===== config.mk =====
export PLATFORM = sky130hd
export DESIGN_NAME = gamepad_autofire_mapper_flat
export DESIGN_NICKNAME = d
export VERILOG_FILES = /design/src/rtl/core/gaf_pkg.sv /design/src/rtl/core/gaf_ifs.sv /design/src/rtl/core/gaf_step.sv /design/src/rtl/core/gamepad_autofire_mapper.sv /design/src/flat_wrapper.sv
export SDC_FILE = /design/constraint.sdc
export NUM_CORES = 1
export LEC_CHECK = 0
export ABC_AREA = 0
export BUFFER_PORTS_ARGS = -buffer_cell sky130_fd_sc_hd__clkbuf_2
export CORE_MARGIN = 4
export CORE_UTILIZATION = 40
export CTS_BUF_LIST = sky130_fd_sc_hd__clkbuf_8
export DETAILED_ROUTE_END_ITERATION = 8
export PLACE_DENSITY = 0.57
export SKIP_CTS_REPAIR_TIMING = 1
export SYNTH_ARGS = -nofsm -noshare
export SYNTH_HDL_FRONTEND = slang
export SYNTH_HIERARCHICAL = 1
export SYNTH_SLANG_ARGS = --single-unit

===== constraint.sdc =====
create_clock -name clk -period 1.8 [get_ports clk]
set_input_delay 0.27 -clock clk [delete_from_list [all_inputs] [get_ports clk]]
set_output_delay 0.27 -clock clk [all_outputs]
set_load 0.05 [all_outputs]

===== src/rtl/core/gaf_pkg.sv =====
// ----------------------------------------------------------------------------
// gaf_pkg
// Shared types, pad bit positions and speed tables for the autofire mapper.
// ----------------------------------------------------------------------------
`default_nettype none

package gaf_pkg;

	localparam int unsigned PadW   = 12;
	localparam int unsigned LinesW = 6;
	localparam int unsigned SpeedW = 3;
	localparam int unsigned CountW = 3;

	// pad button bit positions
	localparam int unsigned PadB      = 0;
	localparam int unsigned PadY      = 1;
	localparam int unsigned PadSelect = 2;
	localparam int unsigned PadStart  = 3;
	localparam int unsigned PadUp     = 4;
	localparam int unsigned PadDown   = 5;
	localparam int unsigned PadLeft   = 6;
	localparam int unsigned PadRight  = 7;
	localparam int unsigned PadA      = 8;
	localparam int unsigned PadX      = 9;
	localparam int unsigned PadL      = 10;
	localparam int unsigned PadR      = 11;

	// joystick line bit positions
	localparam int unsigned LineUp    = 5;
	localparam int unsigned LineDown  = 4;
	localparam int unsigned LineLeft  = 3;
	localparam int unsigned LineRight = 2;
	localparam int unsigned LineFire  = 1;
	localparam int unsigned LineFire2 = 0;

	localparam logic [SpeedW-1:0] SpeedReset = 3'd1;
	localparam logic [SpeedW-1:0] SpeedLast  = 3'd5;

	typedef struct packed {
		logic [PadW-1:0]   held_buttons;
		logic              poll_phase;
		logic              lock_on;
		logic              start_seen;
		logic              select_seen;
		logic [SpeedW-1:0] speed_index;
		logic [CountW-1:0] fire_count;
		logic              fire_phase;
	} gaf_state_t;

	typedef struct packed {
		logic [LinesW-1:0] joy_lines;
		logic              slow_base;
		logic              lock_active;
	} gaf_result_t;

	// ticks between fire phase flips; indices 0, 1 and the unreachable 6, 7 give 2
	function automatic logic [CountW-1:0] period_of(input logic [SpeedW-1:0] s);
		logic [CountW-1:0] p;
		unique case (s)
			3'd2, 3'd3: p = 3'd3;
			3'd4, 3'd5: p = 3'd4;
			default:    p = 3'd2;
		endcase
		return p;
	endfunction

	// 1 selects the 100 Hz tick base
	function automatic logic base_of(input logic [SpeedW-1:0] s);
		return (s == 3'd1) || (s == 3'd3) || (s == 3'd5);
	endfunction

endpackage

`default_nettype wire


===== src/rtl/core/gaf_ifs.sv =====
// ----------------------------------------------------------------------------
// gaf_ifs
// Valid/ready channels: pad tick in, joystick result out.
// ----------------------------------------------------------------------------
`default_nettype none

interface gaf_pad_if;
	logic                     valid;
	logic                     ready;
	logic [gaf_pkg::PadW-1:0] pad_buttons;

	modport source (output valid, output pad_buttons, input ready);
	modport sink (input valid, input pad_buttons, output ready);
endinterface

interface gaf_joy_if;
	logic                       valid;
	logic                       ready;
	logic [gaf_pkg::LinesW-1:0] joy_lines;
	logic                       slow_base;
	logic                       lock_active;

	modport source (output valid, output joy_lines, output slow_base, output lock_active,
		input ready);
	modport sink (input valid, input joy_lines, input slow_base, input lock_active,
		output ready);
endinterface

`default_nettype wire


===== src/rtl/core/gaf_step.sv =====
// ----------------------------------------------------------------------------
// gaf_step
// One tick of the mapper: latch, start edge, fire counter, line map, select.
// ----------------------------------------------------------------------------
`default_nettype none

module gaf_step (
	input  wire gaf_pkg::gaf_state_t           state,
	input  wire logic [gaf_pkg::PadW-1:0]      pad_buttons,
	output gaf_pkg::gaf_state_t                state_next,
	output gaf_pkg::gaf_result_t               result
);

	logic [gaf_pkg::PadW-1:0]   held;
	logic                       st;
	logic                       sel;
	logic                       lock;
	logic [gaf_pkg::CountW-1:0] cnt_load;
	logic                       phase;
	logic [gaf_pkg::SpeedW-1:0] speed;
	logic [gaf_pkg::LinesW-1:0] lines;

	always_comb begin
		// latch on every other tick
		held = state.poll_phase ? state.held_buttons : pad_buttons;

		st   = held[gaf_pkg::PadStart];
		lock = state.lock_on ^ (st & ~state.start_seen);

		if (state.fire_count == '0) begin
			cnt_load = gaf_pkg::period_of(state.speed_index);
			phase    = ~state.fire_phase;
		end else begin
			cnt_load = state.fire_count;
			phase    = state.fire_phase;
		end

		lines                     = '0;
		lines[gaf_pkg::LineUp]    = held[gaf_pkg::PadUp] | held[gaf_pkg::PadA];
		lines[gaf_pkg::LineDown]  = held[gaf_pkg::PadDown];
		lines[gaf_pkg::LineLeft]  = held[gaf_pkg::PadLeft];
		lines[gaf_pkg::LineRight] = held[gaf_pkg::PadRight];
		lines[gaf_pkg::LineFire]  = held[gaf_pkg::PadB]
			| (phase & (lock | held[gaf_pkg::PadY] | held[gaf_pkg::PadR]));
		lines[gaf_pkg::LineFire2] = held[gaf_pkg::PadX] | held[gaf_pkg::PadL];

		// advance speed on select edge, wrap past the last index
		sel = held[gaf_pkg::PadSelect];
		if (sel & ~state.select_seen) begin
			speed = (state.speed_index >= gaf_pkg::SpeedLast) ? '0
				: state.speed_index + 3'd1;
		end else begin
			speed = state.speed_index;
		end

		state_next.held_buttons = held;
		state_next.poll_phase   = ~state.poll_phase;
		state_next.lock_on      = lock;
		state_next.start_seen   = st;
		state_next.select_seen  = sel;
		state_next.speed_index  = speed;
		state_next.fire_count   = cnt_load - 3'd1;
		state_next.fire_phase   = phase;

		result.joy_lines   = lines;
		result.slow_base   = gaf_pkg::base_of(speed);
		result.lock_active = lock;
	end

endmodule

`default_nettype wire


===== src/rtl/core/gamepad_autofire_mapper.sv =====
// ----------------------------------------------------------------------------
// gamepad_autofire_mapper
// Maps latched pad buttons to six joystick lines with selectable autofire.
// Path: a tick goes into the input register, then its result into the result
//   register, which holds it back while full and joy.ready is low.
// Throughput: one tick per cycle unless joy stalls; single-pass step logic updates state.
// Reset: arst_n clears valid flags and mapper state, speed index returns to 1; no clearing pass.
// ----------------------------------------------------------------------------
`default_nettype none

module gamepad_autofire_mapper (
	input  wire logic  clk,
	input  wire logic  arst_n,
	gaf_pad_if.sink    pad,
	gaf_joy_if.source  joy
);

	logic                     valid_s1;
	logic [gaf_pkg::PadW-1:0] pad_s1;
	logic                     valid_s2;
	gaf_pkg::gaf_result_t     result_s2;
	gaf_pkg::gaf_state_t      state_q;
	gaf_pkg::gaf_state_t      state_next;
	gaf_pkg::gaf_result_t     result;
	logic                     advance;

	// move s1 on when the result register is free or being drained
	assign advance   = valid_s1 & (~valid_s2 | joy.ready);
	assign pad.ready = ~valid_s1 | advance;

	gaf_step u_step (
		.state       (state_q),
		.pad_buttons (pad_s1),
		.state_next  (state_next),
		.result      (result)
	);

	always_ff @(posedge clk or negedge arst_n) begin
		if (!arst_n) begin
			valid_s1 <= 1'b0;
			valid_s2 <= 1'b0;
			state_q  <= '{held_buttons: '0, poll_phase: 1'b0, lock_on: 1'b0,
				start_seen: 1'b0, select_seen: 1'b0, speed_index: gaf_pkg::SpeedReset,
				fire_count: '0, fire_phase: 1'b0};
		end else begin
			if (pad.ready) begin
				valid_s1 <= pad.valid;
			end
			if (advance) begin
				valid_s2 <= 1'b1;
				state_q  <= state_next;
			end else if (joy.ready) begin
				valid_s2 <= 1'b0;
			end
		end
	end

	always_ff @(posedge clk) begin
		if (pad.valid && pad.ready) begin
			pad_s1 <= pad.pad_buttons;
		end
		if (advance) begin
			result_s2 <= result;
		end
	end

	assign joy.valid       = valid_s2;
	assign joy.joy_lines   = result_s2.joy_lines;
	assign joy.slow_base   = result_s2.slow_base;
	assign joy.lock_active = result_s2.lock_active;

endmodule

`default_nettype wire


===== src/flat_wrapper.sv =====
// flat-port wrapper written by rule: the top's interface ports become plain ports
module gamepad_autofire_mapper_flat 
  (clk, arst_n, pad_valid, pad_pad_buttons, pad_ready, joy_valid, joy_joy_lines, joy_slow_base, joy_lock_active, joy_ready);
  gaf_pad_if pad_i ();
  gaf_joy_if joy_i ();
  input  wire logic clk;
  input  wire logic arst_n;
  input wire logic [$bits(pad_i.valid)-1:0] pad_valid;
  input wire logic [$bits(pad_i.pad_buttons)-1:0] pad_pad_buttons;
  output wire logic [$bits(pad_i.ready)-1:0] pad_ready;
  output wire logic [$bits(joy_i.valid)-1:0] joy_valid;
  output wire logic [$bits(joy_i.joy_lines)-1:0] joy_joy_lines;
  output wire logic [$bits(joy_i.slow_base)-1:0] joy_slow_base;
  output wire logic [$bits(joy_i.lock_active)-1:0] joy_lock_active;
  input wire logic [$bits(joy_i.ready)-1:0] joy_ready;
  assign pad_i.valid = pad_valid;
  assign pad_i.pad_buttons = pad_pad_buttons;
  assign pad_ready = pad_i.ready;
  assign joy_valid = joy_i.valid;
  assign joy_joy_lines = joy_i.joy_lines;
  assign joy_slow_base = joy_i.slow_base;
  assign joy_lock_active = joy_i.lock_active;
  assign joy_i.ready = joy_ready;
  gamepad_autofire_mapper u_core (.clk(clk), .arst_n(arst_n), .pad(pad_i), .joy(joy_i));
endmodule

==> flow_summary.toml <==
[status]
outcome = "finished with violations"
violations = "negative setup slack"

[sta]
min_period_over_period_pct = 106.4
fin_tns_setup_ns = -0.1756
fmax_mhz = 522.2
layout_setup_ws_ns = -0.1148
hold_violations = 0
setup_viol = 2
period_needed_ns = 1.915
fin_skew_ns = 0.003483
worst_pin_slew_ns = 0.6933
rsz0062_at_grt = "true"
slew_violations = 0
max_slew_margin_pct = 53.78
hold_ws_ns = 0.005634

[clocking]
clk_latency_ns = 0.29
cts.clk_slew.worst_paths_ns = 0.08
cts_buffers = 5
clockBufferDepth = 2
cts_root_buf = "clkbuf_8"
cts_max_level = 2
cts_tree = "done"
clock-sinks = 45

[worst_setup_path]
endpoint_kind = "register"
max_stage_delay_ns = 0.61
r2r-end = "u_core/state_q[3]"
critPathKind = "reg -> reg"
crit_family = "flip-flops"
startpoint_type = "register"
arrival_ns = 2.10
crit-reg2reg-launch = "u_core/state_q[4]"
crit_slowest_cell = "dfstp_2"
crit_chain = "inv_2, ha_1, a21oi_2, nor3_2, nor2_2, ha_4, xnor2_2, mux2_4"
reg2reg_slack_ns = -0.11
timing.critical_path.buf_inv = 1
path_max_fanout = 4
reg2regPathDepth = 8
cp.required_ns = 1.98

[place]
dp_hpwl_mm = 2.573
port_buffers = 25
placed_area_um2 = 2372
gp_congestion = 0.7645
post-place-ws_ns = -0.1075
placed_cells = 240

[layout]
antenna_cells = 0
layout-drive-gt1-share_pct = 57.22
layout.nets = 201
area_growth_pct = 19.25
utilization_pct = 49.61
fin_cells = 250
final_area_um2 = 2550

[power_and_ir_drop]
p_total_mw = 4.365
power_density_nw_per_um2 = 1712
ir_drop_mv = 0.5331
leakage_nw = 1.128

[yosys]
synthSimpleGateAreaFrac_pct = 6.261
synth-seq-cells = 45
ys.flop_type = "dfrtp_1"
synth_top_family_by_area = "multiplexers"
netlist_area_um2 = 2138
ys_types = 32
syn_avg_cell_area_um2 = 14.75
synth_fp_nets = 167
synth_xor_xnor_area_share_pct = 0.8192
synth_compound_area_share_pct = 4.272
yosysWarnings = 6
async_flop_share_pct = 55.56
muxShareOfSynthArea_pct = 21.83
seq_area_frac_synth_pct = 57.40
netlist_instances = 145
synth_edf_count = 20
synthAdderAreaFrac_pct = 3.511

[hold_path]
hold_class = "in -> async"

[floorplanning]
io-pin-count = 26
coreArea_um2 = 5140
fp.dieW_um = 81.12
start_util_pct = 41.60
rows = 26
die_h_um = 81.12
dieArea_um2 = 6580

[detailed_routing]
detail_route.first_pass.iterations = 4
first_iter_violations = 39
wl_met2_mm = 2.010
vias_per_cell = 4.768
drcViolationCount = 0
wl_met3_um = 125
wl_mm = 3.693
top_layer = "met4"
vias = 1192
met1_length_mm = 1.536
ant_nets = 0
wl_per_cell_um = 14.77

[grt]
grt_util_all_layers_pct = 12.57
grt_pass1_vias = 1290
grt_max_degree = 26
grt_pass1_wl_mm = 6.065
grt_overflow = 0
antenna_found_initial = 0

[job]
maxCapViolCount = 0
## per-layer routing
| metal | global-route usage (%) | vias to the layer above |
|---|---|---|
| met2 | 21.26 | 19 |
| met1 | 14.98 | 603 |
| li1 | - | 568 |
| met4 | 4.561 | 0 |
| met5 | 0 | - |
| met3 | 3.991 | 2 |
## cells in the mapped netlist, types with 2 or more instances
master	count	area share, %
inv_1	9	1.6
a22o_1	2	0.82
buf_2	2	0.47
edfxtp_1	20	28
dfrtp_1	24	28
nor2_1	4	0.70
or3_1	3	0.88
mux2_2	13	6.8
mux2i_1	2	0.94
nand2b_1	2	0.59
mux2_4	20	14
o21ai_0	3	0.70
buf_4	8	2.8
a21oi_1	4	0.94
nand2_1	4	0.70
ha_1	6	3.5
or2_2	2	0.59
buf_6	2	1.1
nor3_1	2	0.47
## cells by family after synthesis
| logic type | after synthesis |
|---|---|
| adder cells (fa/ha/maj) | 6 |
| AND/OR/NAND/NOR | 23 |
| multiplexers | 35 |
| AO/OA/AOI/OAI | 13 |
| XOR/XNOR | 2 |
| flip-flops | 45 |
| buffers and inverters | 21 |
## layout by cell type, fill, tap and decap left out, drive strengths merged, types with 2 or more instances in the layout
master / count
buf: 14
a22o: 2
clkbuf: 31
nor2: 4
nor3: 2
or3: 3
mux2: 33
a21oi: 5
o21ai: 3
edfxtp: 20
inv: 10
or2: 3
nand2b: 3
ha: 6
dfrtp: 24
mux2i: 2
nand2: 5
## worst max-delay path by stage
stage	to	cells past startpoint	slack (ns)	start
6_report	u_core/state_q[3]	8	-0.11	u_core/state_q[4]
5_1_grt	u_core/state_q[3]	8	-0.19	u_core/state_q[4]
4_1_cts	u_core/state_q[3]	8	-0.12	u_core/state_q[5]
3_5_place_dp	u_core/state_q[2]	8	-0.11	u_core/state_q[4]
3_3_place_gp	u_core/state_q[3]	7	-0.04	u_core/state_q[4]
2_1_floorplan	u_core/state_q[3]	7	-0.07	u_core/state_q[4]
## power breakdown
group,total (mW),switching (mW),internal (mW)
combinational,2.01,0.933,1.08
sequential,1.71,0.239,1.47
clock,0.644,0.337,0.307
total,4.37,1.51,2.86
## state kept, by name, summed over array words and instances (netlist names)
name / flops
u_core/joy.valid: 1
u_core/joy.slow_base: 1
u_core/pad_s1: 12
u_core/state_q: 23
u_core/joy.joy_lines: 6
u_core/joy.lock_active: 1
u_core/valid_s1: 1
## layout make-up
type | count | area [µm²]
clock buffer | 6 | 82.58
sequential | 45 | 1230
fill | 500 | 2590
timing repair buffer | 39 | 230.2
inverter | 9 | 33.78
tap | 70 | 87.58
clock inverter | 2 | 11.26
multi-input combinational | 79 | 874.6
Note: power is estimated with default switching activity, not from simulation.
